## src/rtl/chr_pkg.sv

```systemverilog
package chr_pkg;

  localparam int CHR_MAX_LEN     = 4096;
  localparam int CHR_FRAC_BITS   = 16;
  localparam int CHR_SAMPLE_BITS = 16;
  localparam int CHR_MAX_RESULTS = 33;
  localparam int CHR_STEP_W      = 28;
  localparam int CHR_COUNT_W     = 16;
  localparam int CHR_CFG_IDX_W   = 2;
  localparam int CHR_CFG_DATA_W  = 28;
  localparam int CHR_STEP_RESET  = 65536;
  localparam int CHR_COUNT_RESET = 1;
  // headroom above the sample width for the doubled cubic coefficients
  localparam int CHR_GROW        = 6;

  typedef enum logic [CHR_CFG_IDX_W-1:0] {
    CFG_STEP  = 2'd0,
    CFG_COUNT = 2'd1
  } cfg_reg_t;

  typedef enum logic [3:0] {
    ST_IDLE,
    ST_CHECK,
    ST_COEF,
    ST_MUL0,
    ST_ACC0,
    ST_MUL1,
    ST_ACC1,
    ST_MUL2,
    ST_ACC2,
    ST_EMIT
  } state_t;

endpackage

```

## src/rtl/chr_kernel.sv

```systemverilog
module chr_kernel #(
  parameter int SAMPLE_BITS = chr_pkg::CHR_SAMPLE_BITS,
  parameter int IDX_W       = 12,
  parameter int CNT_W       = 13,
  parameter int W           = chr_pkg::CHR_SAMPLE_BITS + chr_pkg::CHR_GROW
) (
  input  logic signed [SAMPLE_BITS-1:0] window [4],
  input  logic        [IDX_W-1:0]       idx,
  input  logic        [CNT_W-1:0]       cnt,
  output logic signed [W-1:0]           y1,
  output logic signed [W-1:0]           a0,
  output logic signed [W-1:0]           a1,
  output logic signed [W-1:0]           a2
);

  localparam int J_W = CNT_W + 2;

  logic signed [J_W-1:0] idx_s;
  logic signed [J_W-1:0] cnt_s;
  logic signed [J_W-1:0] last_s;
  logic signed [J_W-1:0] j_v [4];
  logic signed [J_W-1:0] s_v [4];
  logic signed [W-1:0]   ye  [4];

  assign idx_s  = $signed({{(J_W-IDX_W){1'b0}}, idx});
  assign cnt_s  = $signed({2'b00, cnt});
  assign last_s = cnt_s - J_W'(1);

  // Clamp each tap to the frame, then map the frame index onto the window slot.
  always_comb begin
    for (int k = 0; k < 4; k++) begin
      j_v[k] = idx_s + J_W'(k - 1);
      if (j_v[k] > last_s) j_v[k] = last_s;
      if (j_v[k] < 0) j_v[k] = '0;
      s_v[k] = j_v[k] - cnt_s + J_W'(4);
      if (s_v[k] < 0) s_v[k] = '0;
      if (s_v[k] > J_W'(3)) s_v[k] = J_W'(3);
      ye[k] = W'(window[s_v[k][1:0]]);
    end
  end

  assign y1 = ye[1];
  assign a0 = ye[3] - ye[0] + ((ye[1] - ye[2]) <<< 1) + (ye[1] - ye[2]);
  assign a1 = (ye[0] <<< 1) - ((ye[1] <<< 2) + ye[1]) + (ye[2] <<< 2) - ye[3];
  assign a2 = ye[2] - ye[0];

endmodule

```

## src/rtl/chr_mul.sv

```systemverilog
module chr_mul #(
  parameter int W         = chr_pkg::CHR_SAMPLE_BITS + chr_pkg::CHR_GROW,
  parameter int FRAC_BITS = chr_pkg::CHR_FRAC_BITS
) (
  input  logic                        clk,
  input  logic                        en,
  input  logic signed [W-1:0]         op_a,
  input  logic        [FRAC_BITS-1:0] mu,
  output logic signed [W+FRAC_BITS:0] prod_r
);

  logic signed [FRAC_BITS:0] mu_s;

  assign mu_s = $signed({1'b0, mu});

  always_ff @(posedge clk) begin
    if (en) begin
      prod_r <= op_a * mu_s;
    end
  end

endmodule

```

## src/rtl/cubic_hermite_resampler.sv

```systemverilog
// Streaming Catmull-Rom resampler. Samples of one frame arrive one request at a
// time, the last with in_frame_end; each request yields zero to 33 interpolated
// results at a read position that advances by step_q16 per result (steps below
// 1/16 count as 1/16). One multiplier is shared by the three Horner steps, so
// a request's results are worked out one after another, and the output side
// can stall each of them; in_ready is low while a request is being worked on.
// Write the registers only while the block is idle.
module cubic_hermite_resampler #(
  parameter int MAX_LEN     = chr_pkg::CHR_MAX_LEN,
  parameter int FRAC_BITS   = chr_pkg::CHR_FRAC_BITS,
  parameter int SAMPLE_BITS = chr_pkg::CHR_SAMPLE_BITS
) (
  input  logic                                clk,
  input  logic                                rst_n,
  input  logic                                in_valid,
  output logic                                in_ready,
  input  logic signed [SAMPLE_BITS-1:0]       in_sample,
  input  logic                                in_frame_end,
  output logic                                out_valid,
  input  logic                                out_ready,
  output logic signed [SAMPLE_BITS-1:0]       out_value,
  output logic                                out_clipped,
  output logic                                out_frame_done,
  input  logic                                cfg_valid,
  output logic                                cfg_ready,
  input  logic [chr_pkg::CHR_CFG_IDX_W-1:0]   cfg_index,
  input  logic [chr_pkg::CHR_CFG_DATA_W-1:0]  cfg_data
);

  import chr_pkg::*;

  localparam int IDX_W = (MAX_LEN > 1) ? $clog2(MAX_LEN) : 1;
  localparam int CNT_W = $clog2(MAX_LEN + 1);
  localparam int POS_W = IDX_W + FRAC_BITS;
  localparam int W     = SAMPLE_BITS + CHR_GROW;
  localparam int PW    = W + FRAC_BITS + 1;
  localparam int N_W   = $clog2(CHR_MAX_RESULTS + 1);
  localparam int SUM_W = ((POS_W > CHR_STEP_W) ? POS_W : CHR_STEP_W) + 1;

  localparam logic [POS_W-1:0] POS_MAX = {IDX_W'(MAX_LEN - 1), {FRAC_BITS{1'b1}}};
  localparam logic [CHR_STEP_W-1:0] STEP_MIN = CHR_STEP_W'(64'd1 << (FRAC_BITS - 4));
  localparam logic signed [PW-1:0] RND_HALF =
    {{(PW-FRAC_BITS-1){1'b0}}, 1'b1, {FRAC_BITS{1'b0}}};
  localparam logic signed [W-1:0] SMAX = {{(W-SAMPLE_BITS+1){1'b0}}, {(SAMPLE_BITS-1){1'b1}}};
  localparam logic signed [W-1:0] SMIN = {{(W-SAMPLE_BITS+1){1'b1}}, {(SAMPLE_BITS-1){1'b0}}};

  state_t state_r, state_nxt;

  logic signed [SAMPLE_BITS-1:0] window_r [4];
  logic [POS_W-1:0]        pos_r;
  logic [CNT_W-1:0]        cnt_r;
  logic [CHR_COUNT_W-1:0]  done_r;
  logic [N_W-1:0]          n_r;
  logic                    end_r;
  logic [CHR_STEP_W-1:0]   step_r;
  logic [CHR_COUNT_W-1:0]  count_r;
  logic signed [W-1:0]     y1_r, a0_r, a1_r, a2_r, t_r, v_r;
  logic                    out_valid_r;
  logic signed [SAMPLE_BITS-1:0] out_value_r;
  logic                    out_clipped_r;
  logic                    out_frame_done_r;

  logic signed [W-1:0]     y1_k, a0_k, a1_k, a2_k;
  logic signed [PW-1:0]    prod_r;
  logic signed [PW-1:0]    rnd_sum;
  logic                    mul_en;
  logic signed [W-1:0]     mul_op;
  logic [IDX_W-1:0]        idx;
  logic [CNT_W:0]          idx_p3;
  logic                    go;
  logic                    out_free;
  logic                    accept;
  logic                    last_out;
  logic                    sat_hi, sat_lo;
  logic [CHR_STEP_W-1:0]   step_eff;
  logic [SUM_W-1:0]        pos_sum;

  assign accept   = in_valid && (state_r == ST_IDLE);
  assign in_ready = (state_r == ST_IDLE);
  assign cfg_ready = 1'b1;
  assign out_free = !out_valid_r || out_ready;

  assign idx    = pos_r[POS_W-1:FRAC_BITS];
  assign idx_p3 = (CNT_W+1)'(idx) + (CNT_W+1)'(3);
  assign go     = (done_r < count_r) && (n_r < N_W'(CHR_MAX_RESULTS)) &&
                  (end_r || (idx_p3 <= {1'b0, cnt_r}));

  assign last_out = (({1'b0, done_r} + (CHR_COUNT_W+1)'(1)) >= {1'b0, count_r}) ||
                    (end_r && (n_r == N_W'(CHR_MAX_RESULTS - 1)));

  assign sat_hi = (v_r > SMAX);
  assign sat_lo = (v_r < SMIN);

  assign step_eff = (step_r < STEP_MIN) ? STEP_MIN : step_r;
  assign pos_sum  = SUM_W'(pos_r) + SUM_W'(step_eff);

  assign rnd_sum = prod_r + RND_HALF;

  assign mul_en = (state_r == ST_MUL0) || (state_r == ST_MUL1) || (state_r == ST_MUL2);
  assign mul_op = (state_r == ST_MUL0) ? a0_r : t_r;

  chr_kernel #(
    .SAMPLE_BITS(SAMPLE_BITS),
    .IDX_W      (IDX_W),
    .CNT_W      (CNT_W),
    .W          (W)
  ) u_kernel (
    .window(window_r),
    .idx   (idx),
    .cnt   (cnt_r),
    .y1    (y1_k),
    .a0    (a0_k),
    .a1    (a1_k),
    .a2    (a2_k)
  );

  chr_mul #(
    .W        (W),
    .FRAC_BITS(FRAC_BITS)
  ) u_mul (
    .clk   (clk),
    .en    (mul_en),
    .op_a  (mul_op),
    .mu    (pos_r[FRAC_BITS-1:0]),
    .prod_r(prod_r)
  );

  always_ff @(posedge clk) begin
    if (!rst_n) begin
      state_r <= ST_IDLE;
    end else begin
      state_r <= state_nxt;
    end
  end

  always_comb begin
    state_nxt = state_r;
    unique case (state_r)
      ST_IDLE:  if (in_valid) state_nxt = ST_CHECK;
      ST_CHECK: state_nxt = go ? ST_COEF : ST_IDLE;
      ST_COEF:  state_nxt = ST_MUL0;
      ST_MUL0:  state_nxt = ST_ACC0;
      ST_ACC0:  state_nxt = ST_MUL1;
      ST_MUL1:  state_nxt = ST_ACC1;
      ST_ACC1:  state_nxt = ST_MUL2;
      ST_MUL2:  state_nxt = ST_ACC2;
      ST_ACC2:  state_nxt = ST_EMIT;
      ST_EMIT:  if (out_free) state_nxt = ST_CHECK;
      default:  state_nxt = ST_IDLE;
    endcase
  end

  // Frame state, counters and the result register.
  always_ff @(posedge clk) begin
    if (!rst_n) begin
      window_r    <= '{default: '0};
      pos_r       <= '0;
      cnt_r       <= '0;
      done_r      <= '0;
      n_r         <= '0;
      end_r       <= 1'b0;
      step_r      <= CHR_STEP_W'(CHR_STEP_RESET);
      count_r     <= CHR_COUNT_W'(CHR_COUNT_RESET);
      out_valid_r <= 1'b0;
    end else begin
      if (cfg_valid) begin
        unique case (cfg_reg_t'(cfg_index))
          CFG_STEP:  step_r  <= cfg_data[CHR_STEP_W-1:0];
          CFG_COUNT: count_r <= cfg_data[CHR_COUNT_W-1:0];
          default:   ;
        endcase
      end

      if (out_valid_r && out_ready && !((state_r == ST_EMIT) && out_free)) begin
        out_valid_r <= 1'b0;
      end

      if (accept) begin
        window_r[0] <= window_r[1];
        window_r[1] <= window_r[2];
        window_r[2] <= window_r[3];
        window_r[3] <= in_sample;
        cnt_r       <= cnt_r + CNT_W'(1);
        end_r       <= in_frame_end || (cnt_r == CNT_W'(MAX_LEN - 1));
        n_r         <= '0;
      end

      // Drop the frame once its last request has produced what it can.
      if ((state_r == ST_CHECK) && !go && end_r) begin
        window_r <= '{default: '0};
        pos_r    <= '0;
        cnt_r    <= '0;
        done_r   <= '0;
      end

      if ((state_r == ST_EMIT) && out_free) begin
        out_valid_r <= 1'b1;
        done_r      <= done_r + CHR_COUNT_W'(1);
        n_r         <= n_r + N_W'(1);
        if (pos_sum > SUM_W'(POS_MAX)) begin
          pos_r <= POS_MAX;
        end else begin
          pos_r <= pos_sum[POS_W-1:0];
        end
      end
    end
  end

  // Horner datapath around the shared multiplier.
  always_ff @(posedge clk) begin
    case (state_r)
      ST_COEF: begin
        y1_r <= y1_k;
        a0_r <= a0_k;
        a1_r <= a1_k;
        a2_r <= a2_k;
      end
      ST_ACC0: t_r <= W'(prod_r >>> FRAC_BITS) + a1_r;
      ST_ACC1: t_r <= W'(prod_r >>> FRAC_BITS) + a2_r;
      ST_ACC2: v_r <= y1_r + W'(rnd_sum >>> (FRAC_BITS + 1));
      ST_EMIT: begin
        if (out_free) begin
          out_value_r      <= sat_hi ? SMAX[SAMPLE_BITS-1:0] :
                              sat_lo ? SMIN[SAMPLE_BITS-1:0] : v_r[SAMPLE_BITS-1:0];
          out_clipped_r    <= sat_hi || sat_lo;
          out_frame_done_r <= last_out;
        end
      end
      default: ;
    endcase
  end

  assign out_valid      = out_valid_r;
  assign out_value      = out_value_r;
  assign out_clipped    = out_clipped_r;
  assign out_frame_done = out_frame_done_r;

endmodule

```

## config.mk

```make
export PLATFORM = sky130hd
export DESIGN_NAME = cubic_hermite_resampler
export DESIGN_NICKNAME = d
export VERILOG_FILES = /design/src/rtl/chr_pkg.sv /design/src/rtl/chr_kernel.sv /design/src/rtl/chr_mul.sv /design/src/rtl/cubic_hermite_resampler.sv
export SDC_FILE = /design/constraint.sdc
export NUM_CORES = 2
export LEC_CHECK = 0
export BUFFER_PORTS_ARGS = -buffer_cell sky130_fd_sc_hd__buf_2
export CORE_UTILIZATION = 45
export CTS_BUF_LIST = sky130_fd_sc_hd__clkbuf_8
export DETAILED_ROUTE_END_ITERATION = 7
export HOLD_SLACK_MARGIN = 0.08
export PLACE_DENSITY_LB_ADDON = 0.12
export RECOVER_POWER = 50
export SYNTH_ARGS = -nofsm -noshare
export SYNTH_HDL_FRONTEND = slang
export SYNTH_SLANG_ARGS = --single-unit
```

## constraint.sdc

```tcl
create_clock -name clk -period 16.75 [get_ports clk]
set_input_delay 2.5125 -clock clk [delete_from_list [all_inputs] [get_ports clk]]
set_output_delay 2.5125 -clock clk [all_outputs]
set_load 0.01 [all_outputs]
```

Yosys cells after proc, flatten, opt, wreduce, memory -nomap -nowiden
Index checks and enable logic that the tools add are counted.
{ "word_totals": {"regBits": 360, "inputBits": 52, "output_inout_bits": 21, "wordCells": 177} }
{ "op_classes": {"add_sub_neg": 31, "multipliers": 1, "n_lt_le_gt_ge": 28, "eq_ne": 14, "muxes": 45, "bitwise_logic": 5, "n_reduce_logical": 30} }
{ "ops": {"columns": ["op", "count"], "rows": [
  ["15-bit two-way mux", 12],
  ["16-bit two-way mux", 11],
  ["16-bit binary-select mux with 2-bit select", 4],
  ["15-bit by 1-bit less-than comparator with 1-bit output, second input constant", 8],
  ["28-bit two-way mux", 4],
  ["22-bit adder", 4],
  ["15-bit by 4-bit adder with 15-bit output, second input constant", 4],
  ["15-bit by 3-bit > comparator with 1-bit output, second input constant", 4],
  ["15-bit by 14-bit subtractor with 15-bit output", 4],
  ["16-bit by 16-bit subtractor with 17-bit output", 3],
  ["15-bit > comparator", 3],
  ["22-bit one-hot mux with 2 select lines", 1],
  ["4-bit one-hot mux with 10 select lines", 1],
  ["39-bit by 18-bit adder with 39-bit output, second input constant", 1],
  ["22-bit by 17-bit multiplier with 39-bit output", 1],
  ["28-bit by 28-bit adder with 29-bit output", 1],
  ["29-bit by 28-bit > comparator with 1-bit output, second input constant", 1],
  ["28-bit by 13-bit less-than comparator with 1-bit output, second input constant", 1],
  ["12-bit by 2-bit adder with 13-bit output, second input constant", 2],
  ["16-bit by 22-bit adder with 22-bit output", 1],
  ["22-bit by 18-bit adder with 22-bit output", 1],
  ["22-bit by 16-bit > comparator with 1-bit output, second input constant", 1],
  ["22-bit by 16-bit less-than comparator with 1-bit output, second input constant", 1],
  ["22-bit two-way mux", 1],
  ["other kinds (38)", 79]
]} }

Logic depth before layout (Yosys ltp)
{ "depth": {"ltp_word": 19, "depth_mapped": 66, "depth_no_buf": 63} }

Cells and area by module
A second synthesis with hierarchy kept.
{ "unflattened": {"cells_unflattened": 5167, "area_unflattened_um2": 45302.2} }
{ "by_module_without_submodules": {"columns": ["mod", "instances", "cells_per_inst", "area_each_um2", "seq_area_each_um2"], "rows": [
  ["cubic_hermite_resampler", 1, 1746, 16827.4, 8047.7],
  ["chr_kernel", 1, 1897, 14259.9, 0.0],
  ["chr_mul", 1, 1524, 14214.9, 1171.1]
]} }

Least setup slack after synthesis
No wires, ideal clock.
{ "synth_timing": {"kind": "reg-to-reg", "from": "reg cnt_r[0]", "to": "reg a0_r[19] (data pin)", "setup_time_ns": 0.157, "arrival_time_ns": 13.232, "required_time_ns": 16.593, "slack_ns": 3.361, "path_stages_with_launch": 58, "n_path_buf": 4, "period_less_slack_ns": 13.389, "cell_sequence": "dfxtp_1 > clkbuf_1 > inv_1 > ha_1 > xnor2_1 > ha_1 > a21o_1 > a21o_1 > a21o_1 > a21o_1 > a21o_1 > a21o_1 > maj3_1 > maj3_1 > maj3_1 > o21ai_0 > o21a_1 > a41oi_1 > [... 22 more ...] > xor2_1 > inv_1 > fa_1 > inv_1 > ha_1 > a21boi_0 > o21ai_0 > a21boi_0 > o21ai_0 > a21boi_0 > o21ai_0 > a21boi_0 > o21ai_0 > a21boi_0 > o21ai_0 > and2_1 > o2111a_1 > nor3_1"} }
{ "synth_between": {"elab_chain_len": 18, "elab_cells_between_ends": 61, "cone_classes": "add/sub: 13; order compare: 16; mux: 28; bitwise: 4"} }
{ "synth_lines": {"columns": ["item", "line_no", "text"], "rows": [
  ["from (decl)", "cubic_hermite_resampler.sv:51", "logic [CNT_W-1:0] cnt_r;"],
  ["from (signal assigned)", "cubic_hermite_resampler.sv:183", "cnt_r <= cnt_r + CNT_W'(1);"],
  ["13-bit by 1-bit subtractor with 14-bit output (*)", "chr_kernel.sv:27", "assign last_s = cnt_s - J_W'(1);"],
  ["net u_kernel.last_s[0]", "chr_kernel.sv:20", "logic signed [J_W-1:0] last_s;"],
  ["13-bit by 15-bit > comparator with 1-bit output", "chr_kernel.sv:33", "if (j_v[k] > last_s) j_v[k] = last_s;"],
  ["15-bit two-way mux (*)", "chr_kernel.sv:33", null],
  ["15-bit by 1-bit less-than comparator with 1-bit output", "chr_kernel.sv:34", "if (j_v[k] < 0) j_v[k] = '0;"],
  ["15-bit two-way mux (*)", "chr_kernel.sv:34", null],
  ["15-bit by 14-bit subtractor with 15-bit output (*)", "chr_kernel.sv:35", "s_v[k] = j_v[k] - cnt_s + J_W'(4);"],
  ["15-bit by 4-bit adder with 15-bit output (*)", "chr_kernel.sv:35", null],
  ["[... 4 more ...]", null, null],
  ["2-bit NOT with 3-bit output (not written as such) (*)", "chr_kernel.sv:38", "ye[k] = W'(window[s_v[k][1:0]]);"],
  ["16-bit binary-select mux with 2-bit select (*)", "chr_kernel.sv:38", null],
  ["16-bit two-way mux (not written as such) (*) (2 in a row)", "chr_kernel.sv:38", null],
  ["net u_kernel.y1[0]", "chr_kernel.sv:10", "output logic signed [W-1:0] y1,"],
  ["16-bit by 16-bit subtractor with 17-bit output (*)", "chr_kernel.sv:43", "assign a0 = ye[3] - ye[0] + ((ye[1] - ye[2]) <<< 1) + (ye[1] - ye[2]);"],
  ["22-bit adder", "chr_kernel.sv:43", null],
  ["22-bit adder (*)", "chr_kernel.sv:43", null],
  ["net a0_k[19]", "cubic_hermite_resampler.sv:63", "logic signed [W-1:0] y1_k, a0_k, a1_k, a2_k;"],
  ["to (signal assigned)", "cubic_hermite_resampler.sv:214", "a0_r <= a0_k;"],
  ["to (decl)", "cubic_hermite_resampler.sv:57", "logic signed [W-1:0] y1_r, a0_r, a1_r, a2_r, t_r, v_r;"]
]} }
Mark *: on every way through the listed nets, which the timed path passes. The rest lies on a longest branch. The select of a mux whose other input is x is not followed.
A chain may end at the register's enable or synchronous reset.

Worst setup path after layout
Same ends and word-level chain as after synthesis.

==> results_dict.tcl <==
set metrics [dict create \
    status "complete, but fails checks" \
    violations "max-capacitance violations, max-slew violations" \
    grt-ovfl-total 0 \
    synth_ff_type "dfxtp_1" \
    antenna_found_initial 1 \
    cp_slowest_cell "o21ai_0" \
    track_usage_pct 23.9 \
    cts_tree "yes" \
    cts.path.max_buffers 3 \
    synthTopCellsByArea "fa_1 (19%), ha_1 (14%), edfxtp_1 (11%), dfxtp_1 (8.3%), nand2_1 (6.0%)" \
    dp_hpwl_um 88700 \
    maxCapViolations 4 \
    hold_buffers 0 \
    routed_wl_um 114000 \
    grt_pass1_vias 33800 \
    drt_iter0_markers 2200 \
    crit_required_ns 17.26 \
    cts_root_buf "clkbuf_8" \
    grt_max_degree 78 \
    synth_cells 4986 \
    ir_drop_mv 0.255 \
    r2r_start "cnt_r[0]" \
    hold_slack_ns 0.449 \
    grt_pass1_wl_um 185000 \
    avgSynthCellArea_um2 8.60 \
    worst_setup_path_start_kind "register" \
    endpoint "a0_r[19]" \
    dp.cells 6160 \
    synth.distinct_cells 88 \
    end_kind "register" \
    setup_tns_ns 0 \
    ant_nets 0 \
    rows 112 \
    start_util_pct 45.7 \
    layout_common_cells "nand2_1 (688), inv_1 (683), ha_1 (467), fa_1 (404), a21oi_1 (289)" \
    cpPeakStageDelay_ns 0.75 \
    synth-async-reset-ratio_pct 0 \
    cts_setup_buffers 0 \
    power.density_nw_per_um2 188 \
    drtPass1Iterations 8 \
    place_congestion 0.929 \
    rr_worst_depth 54 \
    fp.dieW_um 311 \
    num-fill-cells 9253 \
    rsz0062_at_grt "no" \
    yosys_warnings 0 \
    core-area_um2 93900 \
    clkLatencyLatePin_ns 0.71 \
    pin_count 73 \
    min_period_ns 14.94 \
    path_common_cell "o21ai_0" \
    crit_fanout 15 \
    via_per_inst 5.42 \
    totalPowerFinal_mw 8.60 \
    fin_cells 6278 \
    ys_seq_area_share_pct 19.6 \
    htree_levels 3 \
    yosysTopAreaCell "fa_1" \
    cts.sinks 339 \
    vias 34100 \
    power.leakage_nw 20.3 \
    avgRoutedWirePerCell_um 18.2 \
    synth_top_area_share_pct 18.9 \
    slew_viol_final 167 \
    numCtsBuffers 69 \
    dieArea_um2 96600 \
    drc_errors 0 \
    rrSetupSlack_ns 1.81 \
    timing_worst_setup_path_type "reg -> reg" \
    worstMarginPinSlew_ns 4.16 \
    area_growth_pct 6.56 \
    critPathArrivalTime_ns 15.45 \
    timing.fmax_mhz 66.9 \
    ys_ff_latch 339 \
    post_cts_resized 0 \
    hp-class "reg -> reg" \
    period_share_pct 89.2 \
    drive_gt1_share_pct 5.57 \
    synth-edff-count 162 \
    skew_ns 0.0424 \
    slew_headroom_pct -177 \
    fin_nets 5900 \
    mappedNetlistArea_um2 42900 \
    layout_commonest_cell "nand2_1" \
    clk_pin_slew_ns 0.07 \
    startpoint "cnt_r[0]" \
    die_h_um 311 \
    r2r-end "a0_r[19]" \
    hold_viol_final 0 \
    finalSetupViolCount 0 \
    numPortBuffers 71 \
]
-- final cells by class --
class | count | area [um2] | area share [%]
clock buffer | 76 | 1050 | 2.29
inverter | 672 | 2520 | 5.52
tap | 1254 | 1570 | 3.43
timing repair buffer | 114 | 632 | 1.38
multi-input combinational | 3781 | 31300 | 68.4
clock inverter | 41 | 283 | 0.619
sequential | 339 | 8410 | 18.4
antenna | 1 | 2.50 | 0.00547
-- cells by family (layout without fill, tap and decap cells) --
group | after synthesis | count (layout) | share of synthesized area (%)
adders and majority gates | 882 | 882 | 32.7
muxes | 127 | 127 | 3.11
xor gates and xnor gates | 292 | 292 | 5.96
and+or+nand+nor | 1551 | 1551 | 16.8
AOI/OAI and AO/OA | 926 | 926 | 14.1
DFF | 339 | 339 | 19.6
other | 2 | 4 | 0.0175
buffers and inverters | 867 | 903 | 7.63
-- stage by stage --
step / util, % / area [um2] / worst slack [ns]
finish: 48.7 / 45700 / 1.81
global route: 48.7 / 45700 / 0.829
CTS: 48.7 / 45800 / 1.86
detailed placement: 47.3 / 44400 / 1.94
global placement: 47.3 / 44400 / 2.24
floorplan: - / 42900 / 3.36
-- synth_stat cells (49+ instances only) --
| library cell | instances |
|---|---|
| nand3_1 | 92 |
| nor3_1 | 72 |
| o21ai_0 | 143 |
| a21o_1 | 86 |
| edfxtp_1 | 162 |
| o21a_1 | 61 |
| xor2_1 | 66 |
| ha_1 | 467 |
| fa_1 | 404 |
| mux2i_1 | 78 |
| inv_1 | 670 |
| nor2_1 | 264 |
| nand2_1 | 690 |
| mux2_2 | 49 |
| a21oi_1 | 289 |
| clkbuf_1 | 175 |
| and2_1 | 175 |
| xnor2_1 | 226 |
| dfxtp_1 | 177 |
-- sequential cells by signal, summed over array words and instances (netlist names), 6 cells and up --
register      count
window_r         64
pos_r            28
step_r           28
u_mul.prod_r     23
a0_r             22
a1_r             22
t_r              22
v_r              22
a2_r             17
count_r          16
done_r           16
out_value        16
y1_r             16
cnt_r            13
n_r               6
-- where the power goes --
group	switching, mW	internal, mW	total [mW]	leakage (nW)
Sequential	0.0258	1.31	1.34	2.92
Combinational	3.69	2.70	6.39	16.6
Clock	0.407	0.465	0.872	0.746
-- critical path, delay by kind of cell, from the launching register on --
kind | cells | cell delay (ns)
adders and majority gates | 13 | 4.61
xor gates and xnor gates | 3 | 0.92
AOI/OAI and AO/OA | 24 | 4.72
DFF | 1 | 0.67
muxes | 1 | 0.15
and+or+nand+nor | 8 | 2.88
buffers and inverters | 5 | 0.78
-- routing by layer --
metal | global-route usage [%] | part of all wire [%] | wire (um) | vias up
met4 | 6.65 | 2.5 | 2870 | 0
met1 | 33.9 | 48 | 54400 | 16400
met3 | 3.41 | 5.1 | 5860 | 165
met2 | 37.7 | 45 | 51000 | 765
met5 | 0 | 0 | 0 | -
li1 | - | - | - | 16700
-- worst min-delay path by stage --
stage          startpoint        end  slack [ns]  cells past startpoint
6_report        step_r[0]  step_r[0]        0.45                      2
5_1_grt         step_r[0]  step_r[0]        0.47                      2
4_1_cts         step_r[0]  step_r[0]        0.45                      2
3_5_place_dp    step_r[0]  step_r[0]        0.44                      2
3_3_place_gp    step_r[1]  step_r[1]        0.44                      2
2_1_floorplan   step_r[0]  step_r[0]        0.43                      2
Power figures use the tool's default switching activity.
